<file path="config.mk">
export PLATFORM = sky130hd
export DESIGN_NAME = ccv_div
export DESIGN_NICKNAME = d
export VERILOG_FILES = /design/src/ccv_pkg.sv /design/src/ccv_div.sv
export SDC_FILE = /design/constraint.sdc
export NUM_CORES = 1
export LEC_CHECK = 0
export BUFFER_PORTS_ARGS = -buffer_cell sky130_fd_sc_hd__buf_2
export CAP_MARGIN = 5
export CORE_MARGIN = 3
export CORE_UTILIZATION = 25
export DETAILED_ROUTE_END_ITERATION = 8
export GPL_TIMING_DRIVEN = 0
export PLACE_DENSITY_LB_ADDON = 0.15
export SYNTH_ARGS = -nofsm -noshare
export SYNTH_HDL_FRONTEND = slang
export SYNTH_SLANG_ARGS = --single-unit
</file>
<file path="constraint.sdc">
create_clock -name clk -period 17.7 [get_ports clk]
set_input_delay 3.54 -clock clk [delete_from_list [all_inputs] [get_ports clk]]
set_output_delay 3.54 -clock clk [all_outputs]
set_load 0.1 [all_outputs]
</file>
<file path="src/ccv_pkg.sv">
package ccv_pkg;

  // Sequencer states of the top level
  typedef enum logic [4:0] {
    ST_CLEAR, ST_IDLE,
    ST_DOT0, ST_DOT1, ST_DOT2, ST_DOT3, ST_SCALE, ST_WGT,
    ST_PR0, ST_PR1, ST_PR2, ST_PR3,
    ST_RD, ST_WR,
    ST_GRD, ST_GLD, ST_GMIR, ST_GOUT,
    ST_FRD, ST_FLD, ST_FDEN, ST_FDIV, ST_FWAIT, ST_FWB
  } ccv_state_t;

  // Divider states
  typedef enum logic [1:0] {
    DV_IDLE, DV_PREP, DV_RUN
  } div_state_t;

  // Item actions
  localparam logic [1:0] ACT_BOUNDARY = 2'd0;
  localparam logic [1:0] ACT_INTERIOR = 2'd1;
  localparam logic [1:0] ACT_FINALIZE = 2'd2;
  localparam logic [1:0] ACT_GHOST    = 2'd3;

  // Register indexes
  localparam logic [1:0] CFG_CELL_COUNT = 2'd0;
  localparam logic [1:0] CFG_EPSILON    = 2'd1;

  // One cell store entry, Q32.32 accumulators
  typedef struct packed {
    logic signed [63:0] vol;
    logic signed [63:0] sz;
    logic signed [63:0] sy;
    logic signed [63:0] sx;
  } cell_entry_t;

  typedef struct packed {
    logic               start;
    logic signed [63:0] num;
    logic signed [63:0] den;
  } div_req_t;

  typedef struct packed {
    logic               done;
    logic signed [31:0] quo;
  } div_rsp_t;

  // Clamp to the 32-bit signed range
  function automatic logic signed [31:0] sat_s32(input logic signed [65:0] v);
    logic signed [31:0] r;
    if (v[65:31] != {35{v[65]}}) begin
      r = v[65] ? 32'sh8000_0000 : 32'sh7FFF_FFFF;
    end else begin
      r = v[31:0];
    end
    return r;
  endfunction

  // Add or subtract, clamped to the 64-bit signed range
  function automatic logic signed [63:0] sat_add64(input logic signed [63:0] a,
                                                   input logic signed [63:0] b,
                                                   input logic sub);
    logic signed [64:0] s;
    logic signed [63:0] r;
    s = sub ? (65'(a) - 65'(b)) : (65'(a) + 65'(b));
    if (s[64] != s[63]) begin
      r = s[64] ? 64'sh8000_0000_0000_0000 : 64'sh7FFF_FFFF_FFFF_FFFF;
    end else begin
      r = s[63:0];
    end
    return r;
  endfunction

  // Q32.32 volume to unsigned Q16.16, clamped
  function automatic logic [31:0] vol_out(input logic signed [63:0] h);
    logic [47:0] s;
    logic [31:0] r;
    s = h[63:16];
    if (s[47]) begin
      r = 32'd0;
    end else if (|s[46:32]) begin
      r = 32'hFFFF_FFFF;
    end else begin
      r = s[31:0];
    end
    return r;
  endfunction

endpackage

</file>
<file path="src/ccv_div.sv">
module ccv_div import ccv_pkg::*; (
  input  logic     clk,
  input  logic     rst_n,
  input  div_req_t req,
  output div_rsp_t rsp
);

  div_state_t         st_r, st_nxt;
  logic [63:0]        un_r, ud_r;
  logic               neg_r, zero_r, sat_r;
  logic [79:0]        rem_r;
  logic [93:0]        dsh_r;
  logic [30:0]        q_r;
  logic [4:0]         cnt_r;
  logic               done_r;
  logic               ge;
  logic signed [31:0] qs;

  assign ge = {14'd0, rem_r} >= dsh_r;

  // State register
  always_ff @(posedge clk) begin
    if (!rst_n) begin
      st_r   <= DV_IDLE;
      done_r <= 1'b0;
    end else begin
      st_r   <= st_nxt;
      done_r <= (st_r == DV_RUN) && (cnt_r == 5'd0);
    end
  end

  // Next state
  always_comb begin
    st_nxt = st_r;
    unique case (st_r)
      DV_IDLE: if (req.start) st_nxt = DV_PREP;
      DV_PREP: st_nxt = DV_RUN;
      DV_RUN:  if (cnt_r == 5'd0) st_nxt = DV_IDLE;
      default: st_nxt = DV_IDLE;
    endcase
  end

  // Restoring division, one quotient bit a cycle, bits 30 down to 0
  always_ff @(posedge clk) begin
    unique case (st_r)
      DV_IDLE: begin
        if (req.start) begin
          un_r   <= req.num[63] ? 64'(-req.num) : 64'(req.num);
          ud_r   <= req.den[63] ? 64'(-req.den) : 64'(req.den);
          neg_r  <= req.num[63] ^ req.den[63];
          zero_r <= req.den == 64'sd0;
        end
      end
      DV_PREP: begin
        sat_r <= {15'd0, un_r} >= {ud_r, 15'd0};
        rem_r <= {un_r, 16'd0};
        dsh_r <= {ud_r, 30'd0};
        q_r   <= '0;
        cnt_r <= 5'd30;
      end
      DV_RUN: begin
        if (ge) begin
          rem_r <= rem_r - dsh_r[79:0];
        end
        q_r   <= {q_r[29:0], ge};
        dsh_r <= dsh_r >> 1;
        cnt_r <= cnt_r - 5'd1;
      end
      default: ;
    endcase
  end

  // Sign and clamp the quotient
  assign qs = $signed({1'b0, q_r});
  always_comb begin
    rsp.done = done_r;
    if (zero_r) begin
      rsp.quo = 32'sd0;
    end else if (sat_r) begin
      rsp.quo = neg_r ? 32'sh8000_0000 : 32'sh7FFF_FFFF;
    end else begin
      rsp.quo = neg_r ? -qs : qs;
    end
  end

endmodule

</file>
==> results of run 1 <==
[per-stage QoR]
step,power [W],cell area [um2],setup WS [ns]
6_report,0.00419,26700,9.82
5_1_grt,0.00449,26700,9.43
4_1_cts,0.00424,26700,9.77
3_5_place_dp,0.00339,25400,9.89
3_3_place_gp,0.00340,25200,2.80
2_1_floorplan,0.00279,22900,8.10
[cells in the mapped netlist, types with 8 or more instances]
cell type  instances
ha_1             137
o31ai_1           40
mux2_2            69
and2_1            34
or3_1             27
nor3_1            53
nor4_1            26
o21ai_0          158
inv_1            182
o41ai_1           13
xor2_1            32
nand2b_1          29
nor2_1           191
buf_1              9
nor3b_1           17
nand3_1           36
o21a_1            11
nand4_1           52
clkbuf_1          94
nand2_1          179
a21o_1            44
a21oi_1          146
o21bai_1          31
a31oi_1           16
nor2b_1           32
edfxtp_1         341
a211oi_1           8
o22a_1            27
xnor2_1          160
mux2i_1           15
o211ai_1          13
or4_1             21
[sequential cells by signal, indices dropped and copies added (netlist names)]
register and cells:
done_r 1, ud_r 64, cnt_r 5, neg_r 1
st_r 2, dsh_r 94, q_r 31, zero_r 1
un_r 64, sat_r 1, rem_r 80
[per-layer routing]
metal	track usage (%)	up-vias	part of all wire, %
met1	19.7	8910	46
met4	3.51	0	1.8
met3	1.63	76	3.2
met2	25.6	366	49
met5	0	-	0
li1	-	8936	-
[worst max-delay path, cell delays in order, from the launching register on]
cell and delay (ns):
edfxtp_1 0.48, or4_1 0.60, or3_1 0.34, or3_1 0.45
nor3_1 0.57, nand2_1 0.21, nor4_1 0.26, mux2i_1 0.12
o22a_1 0.23, nor2_1 0.09, buf_2 0.43
[logic make-up (layout without fill, tap and decap cells)]
group / after synthesis / after routing
XOR/XNOR: 192 / 192
buffers and inverters: 286 / 531
adder cells (fa/ha/maj): 138 / 138
multiplexers: 84 / 84
AO/OA/AOI/OAI: 555 / 555
AND/OR/NAND/NOR: 733 / 733
flip-flops: 344 / 344
[layout make-up]
class	instances	area, um2	area share (%)
Buffer	104	394	1.48
Clock buffer	50	1100	4.13
Clock inverter	26	181	0.679
Inverter	182	683	2.56
Multi-Input combinational cell	1702	11600	43.4
Sequential cell	344	10300	38.6
Tap cell	1176	1470	5.51
Timing Repair Buffer	169	976	3.65
[worst paths after layout]
check                           slack [ns]     start         to  cells after the start
worst min-delay path                  0.53  cnt_r[4]     done_r                      1
worst max register to register       12.03  dsh_r[0]  rem_r[24]                     14
worst max-delay path                  9.82   q_r[10]    rsp[28]                     10
worst min register to register        0.53  cnt_r[4]     done_r                      1
[power by group through the flow]
stage / combinational, W / sequential [W] / clock, W
after floorplan: 0.00145 / 0.00134 / 0
after global placement: 0.00198 / 0.00142 / 0
after detailed placement: 0.00202 / 0.00137 / 0
after CTS: 0.00204 / 0.00135 / 0.000850
after global routing: 0.00224 / 0.00137 / 0.000876
final: 0.00203 / 0.00135 / 0.000820
==> metrics.md, run 1 <==
| Metric | Value |
|---|---|
| Result of the run | complete, no violations |
| Routed WL per cell | 19.1 um |
| Later-pin clock latency in the skew report | 0.59 ns |
| Final hold slack | 0.531 ns |
| Post-CTS setup buffers | 0 |
| Critical path launch point type | flop |
| Async set-reset flop share out of synthesis | 0% |
| Dominant cells by area after synthesis | edfxtp_1, ha_1, xnor2_1, o21ai_0, mux2_2 |
| Port Buffer Count | 161 |
| Number of filler instances in the final layout | 9,538 |
| Fraction of power consumed by sequential logic | 32.1% |
| Data required time at the worst endpoint | 14.16 ns |
| Root cell of the clock tree | clkbuf_16 |
| Switching power | 0.00183 W |
| Worst min-delay path class | reg2reg |
| Final clock skew | 0.0287 ns |
| Basic-gate share of the synthesized area counting and, or, nand and nor cells | 16.1% |
| Grt ovf | 0 |
| Worst-case clock buffer depth | 3 |
| Total Neg Setup Slack | 0 ns |
| Highest Clock Rate | 127 MHz |
| Top flip-flop cell by instance count after synthesis | edfxtp_1 |
| Core ar. | 90,600 um2 |
| Final standard cell count with taps included and fillers excluded | 3,753 |
| Area growth syn-to-layout | 16.4% |
| Number of antenna diodes | 0 |
| Clk pwr share | 19.5% |
| Placed Cells | 3,677 |
| Yosys reg bits | 344 |
| Internal power | 0.00237 W |
| Power per cell area | 157 nW/um2 |
| Inserted Clock Buffers | 42 |
| Compound-cell area share of the yosys netlist | 15.4% |
| Final wirelength | 71,800 um |
| Slew margin rel. | 14.7% |
| Slew at the pin closest to its max-slew limit | 1.28 ns |
| Time the worst path needs with I/O delays and setup | 7.88 ns |
| Final Util | 29.5% |
| Number of nets produced by synthesis | 2,601 |
| Combinational share of power | 48.3% |
| Final net count | 2,814 |
| Total GRT Usage | 14.8% |
| Final setup viols | 0 |
| Antenna violations before repair | 1 |
| Period Utilization, post-route | 44.5% |
| CTS H-Tree Depth | 2 |
| Routability congestion estimate | 0.849 |
| Combinational family with the most area after synthesis | simple AND/OR/NAND/NOR gates |
| Worst Setup Path Type | reg2out |
| Residual DRC | 0 |
| Fin. max-slew vios | 0 |
| Via density | 4.87 |
| Summed instance area of the synthesized netlist | 22,900 um2 |
| DR iter-0 viols | 1,128 |
| Worst vdd rail ir drop | 0.0812 mV |
| Element type at the critical path end | output pin |
| Post-Synthesis Mean Instance Area | 9.84 um2 |
| Max_cap viols | 0 |
| CTS tree | done |
| Multiplexer fraction of the synthesized cell area | 4.04% |
| Die extent in y | 309 um |
| CTS-repair resized insts | 0 |
| Post-synth top area cell | edfxtp_1 |
| Boundary Pins | 164 |
| Most used cells in the layout excluding fill and tap cells | edfxtp_1, nor2_1, inv_1, nand2_1, buf_2 |
| Post-synthesis cell type count | 71 |
| FP Rows | 110 |
| Via count of the first global-routing pass | 18,500 |
| DRT Pass-1 Iters | 7 |
| Switching Share | 43.6% |
| Post-cts hold buffer count | 0 |
| Gate Count Post-Synth | 2,332 |
| Adder-cell share of the synthesized area | 7.56% |
| Maximum number of pins on one net before global-route repair | 74 |
| Count of flip-flops with a built-in enable after synthesis | 341 |
| Number of vias after detailed routing | 18,300 |
| Wire length of the first global-routing pass | 110,000 um |
| Unrepaired setup endpoints after global routing | false |
| Yosys warns | 0 |
| Initial core utilization | 25.3% |
| XOR/XNOR share of the synthesized area | 7.33% |
| Sequential fraction of the synthesis area | 44.9% |
| Fraction of final layout cells sized beyond drive strength 1 | 12.8% |
| Pleak | 9.83 nW |
| Clk sink count | 344 |
| Portion of synthesized cell area occupied by the leading cell type | 44.6% |
| Die X | 309 um |
| Maximum fanout along the worst path | 7 |
| Most common cell after layout, fill and taps aside | edfxtp_1 |
| Die outline area | 95,400 um2 |
| Clock slew at the register clock pins of the worst setup and hold paths | 0.06 ns |
| Signal arrival time at the worst endpoint | 4.34 ns |
| Count of final hold-check violations | 0 |
| DRT antenna net count | 0 |
| DP HPWL | 57,500 um |
(Power assumes the default switching activity.)
==> run 2: changes to the inputs <==
- clock period: 17.7 -> 8 ns (I/O delays scaled with it)
==> run 2 against run 1 <==
Net effect:
- design area grew 0.18%
- power up 120%
- cell count grew 0.11%
- non-clock buffer count up 1
- sequential share of layout area shrank 0.068 points
- worst setup slack worse by 7.7 ns
- clock-buffer cell count increased by 3
- sequential power rose by 120%
- critical path type unchanged
- highest routed layer unchanged
==> metrics.md, run 2 (synthesized netlist as in run 1, its figures left out) <==
| Metric | Value |
|---|---|
| DR iter-0 viols | 1,069 |
| Post-CTS setup buffers | 0 |
| Placed Cells | 3,678 |
| Final clock skew | 0.0267 ns |
| Crit path max-delay cell type | or4_1 |
| Max_cap viols | 0 |
| Die outline area | 95,400 um2 |
| Minimum setup slack in the final design | 2.07 ns |
| Fraction of final layout cells sized beyond drive strength 1 | 12.7% |
| Data required time at the worst endpoint | 6.40 ns |
| Total GRT Usage | 14.7% |
| Power per cell area | 347 nW/um2 |
| Final wirelength | 71,600 um |
| Most common cell after layout, fill and taps aside | edfxtp_1 |
| Worst Setup Path Type | reg2out |
| Maximum fanout along the worst path | 7 |
| DP HPWL | 57,500 um |
| Port Buffer Count | 161 |
| Post-cts hold buffer count | 0 |
| FP Rows | 110 |
| CTS H-Tree Depth | 2 |
| Via count of the first global-routing pass | 18,500 |
| Routed WL per cell | 19.1 um |
| Element type at the critical path end | output pin |
| Pleak | 9.84 nW |
| Maximum number of pins on one net before global-route repair | 73 |
| Time the worst path needs with I/O delays and setup | 5.93 ns |
| Number of cells on the worst hold path | 1 |
| Die extent in y | 309 um |
| Register name with the most flops | dsh_r |
| Max incr delay on CP | 0.60 ns |
| Top flop regs | dsh_r: 94 flops, rem_r: 80 flops |
| Number of vias after detailed routing | 18,300 |
| Worst-case clock buffer depth | 3 |
| Design Power | 0.00929 W |
| Crit path max-delay family | simple AND/OR/NAND/NOR gates |
| Root cell of the clock tree | clkbuf_16 |
| Clk sink count | 344 |
| Initial core utilization | 25.3% |
| DRT antenna net count | 0 |
| Number of gates on the worst path with buffers counted | 10 |
| Largest register FFs | 94 |
| Signal arrival time at the worst endpoint | 4.33 ns |
| Period Utilization, post-route | 74.1% |
| Critical path launch point type | flop |
| Count of final hold-check violations | 0 |
| Later-pin clock latency in the skew report | 0.58 ns |
| Unrepaired setup endpoints after global routing | false |
| Routability congestion estimate | 0.854 |
| Area taken by flip-flops and latches | 10,300 um2 |
| Area growth syn-to-layout | 16.6% |
| Slew at the pin closest to its max-slew limit | 1.26 ns |
| DP Worst Slack | 2.07 ns |
| Worst min-delay path class | reg2reg |
| Wire length of the first global-routing pass | 110,000 um |
| Most used cells in the layout excluding fill and tap cells | edfxtp_1, nor2_1, inv_1, nand2_1, buf_2 |
| Slew margin rel. | 15.7% |
| Grt ovf | 0 |
| Core ar. | 90,600 um2 |
| Boundary Pins | 164 |
| Number of filler instances in the final layout | 9,554 |
| Fin. max-slew vios | 0 |
| Final net count | 2,816 |
| DRT Pass-1 Iters | 5 |
| Number of buffer and inverter stages on the critical path | 1 |
| Inserted Clock Buffers | 43 |
| CTS-repair resized insts | 0 |
| CTS tree | done |
| Clock slew at the register clock pins of the worst setup and hold paths | 0.06 ns |
| Total Neg Setup Slack | 0 ns |
| Most common cell type on the critical path | or3_1 |
| Via density | 4.87 |
| Worst reg-to-reg path cell count | 14 |
| Highest Clock Rate | 169 MHz |
| Final standard cell count with taps included and fillers excluded | 3,757 |
| Die X | 309 um |
| Final setup viols | 0 |
| Area used by multi-input combinational logic | 11,600 um2 |
| Result of the run | complete, no violations |
| Worst vdd rail ir drop | 0.195 mV |
| Residual DRC | 0 |
| Cell chain of the critical path | or4_1, or3_1, or3_1, nor3_1, nand2_1, nor4_1, mux2i_1, o22a_1, nor2_1, buf_2 |
| Antenna violations before repair | 1 |
-- run 2: cell type report --
| cell class | instances | area share [%] |
|---|---|---|
| antenna | 1 | 0.00935 |
| tap | 1176 | 5.50 |
| sequential | 344 | 38.5 |
| multi-input combinational | 1702 | 43.3 |
| inverter | 182 | 2.55 |
| clock inverter | 25 | 0.603 |
| clock buffer | 53 | 4.24 |
| buffer | 104 | 1.47 |
| timing repair buffer | 170 | 3.77 |
-- run 2: routing by layer --
metal  vias up  GRT usage [%]  wire length, um
met5         -              0                0
li1       8957              -                -
met4         0           4.31             1930
met3        97           1.55             2270
met1      8884           19.7            33100
met2       373           25.2            34300
-- run 2: worst paths after layout --
kind,slack [ns],endpoint,start
max reg2reg,2.31,rem_r[21],dsh_r[0]
min reg2reg,0.53,done_r,cnt_r[4]
min,0.53,done_r,cnt_r[4]
max,2.07,rsp[28],q_r[10]
-- run 2: through the flow --
step | area [um2] | hold WS (ns) | utilization, %
global route | 26700 | 0.560 | 29.5
global placement | 25200 | 0.525 | 27.9
CTS | 26700 | 0.545 | 29.5
floorplan | 22900 | 0.462 | -
finish | 26800 | 0.532 | 29.5
detailed placement | 25500 | 0.536 | 28.1
-- run 2: power by group --
part	internal (W)	total, W	switching (W)	leakage [nW]
sequential	0.00269	0.00298	0.000289	3.27
clock	0.00104	0.00183	0.000788	0.625
combinational	0.00153	0.00448	0.00295	5.95
total	0.00526	0.00929	0.00403	9.84
-- run 2: worst register-to-register path, delay by kind of cell (launching register included) --
| kind | cells | cell delay (ns) |
|---|---|---|
| simple gates | 2 | 0.43 |
| fa+ha+maj | 2 | 0.64 |
| compound gates | 8 | 3.47 |
| buf+inv | 2 | 0.45 |
| flops | 1 | 0.37 |
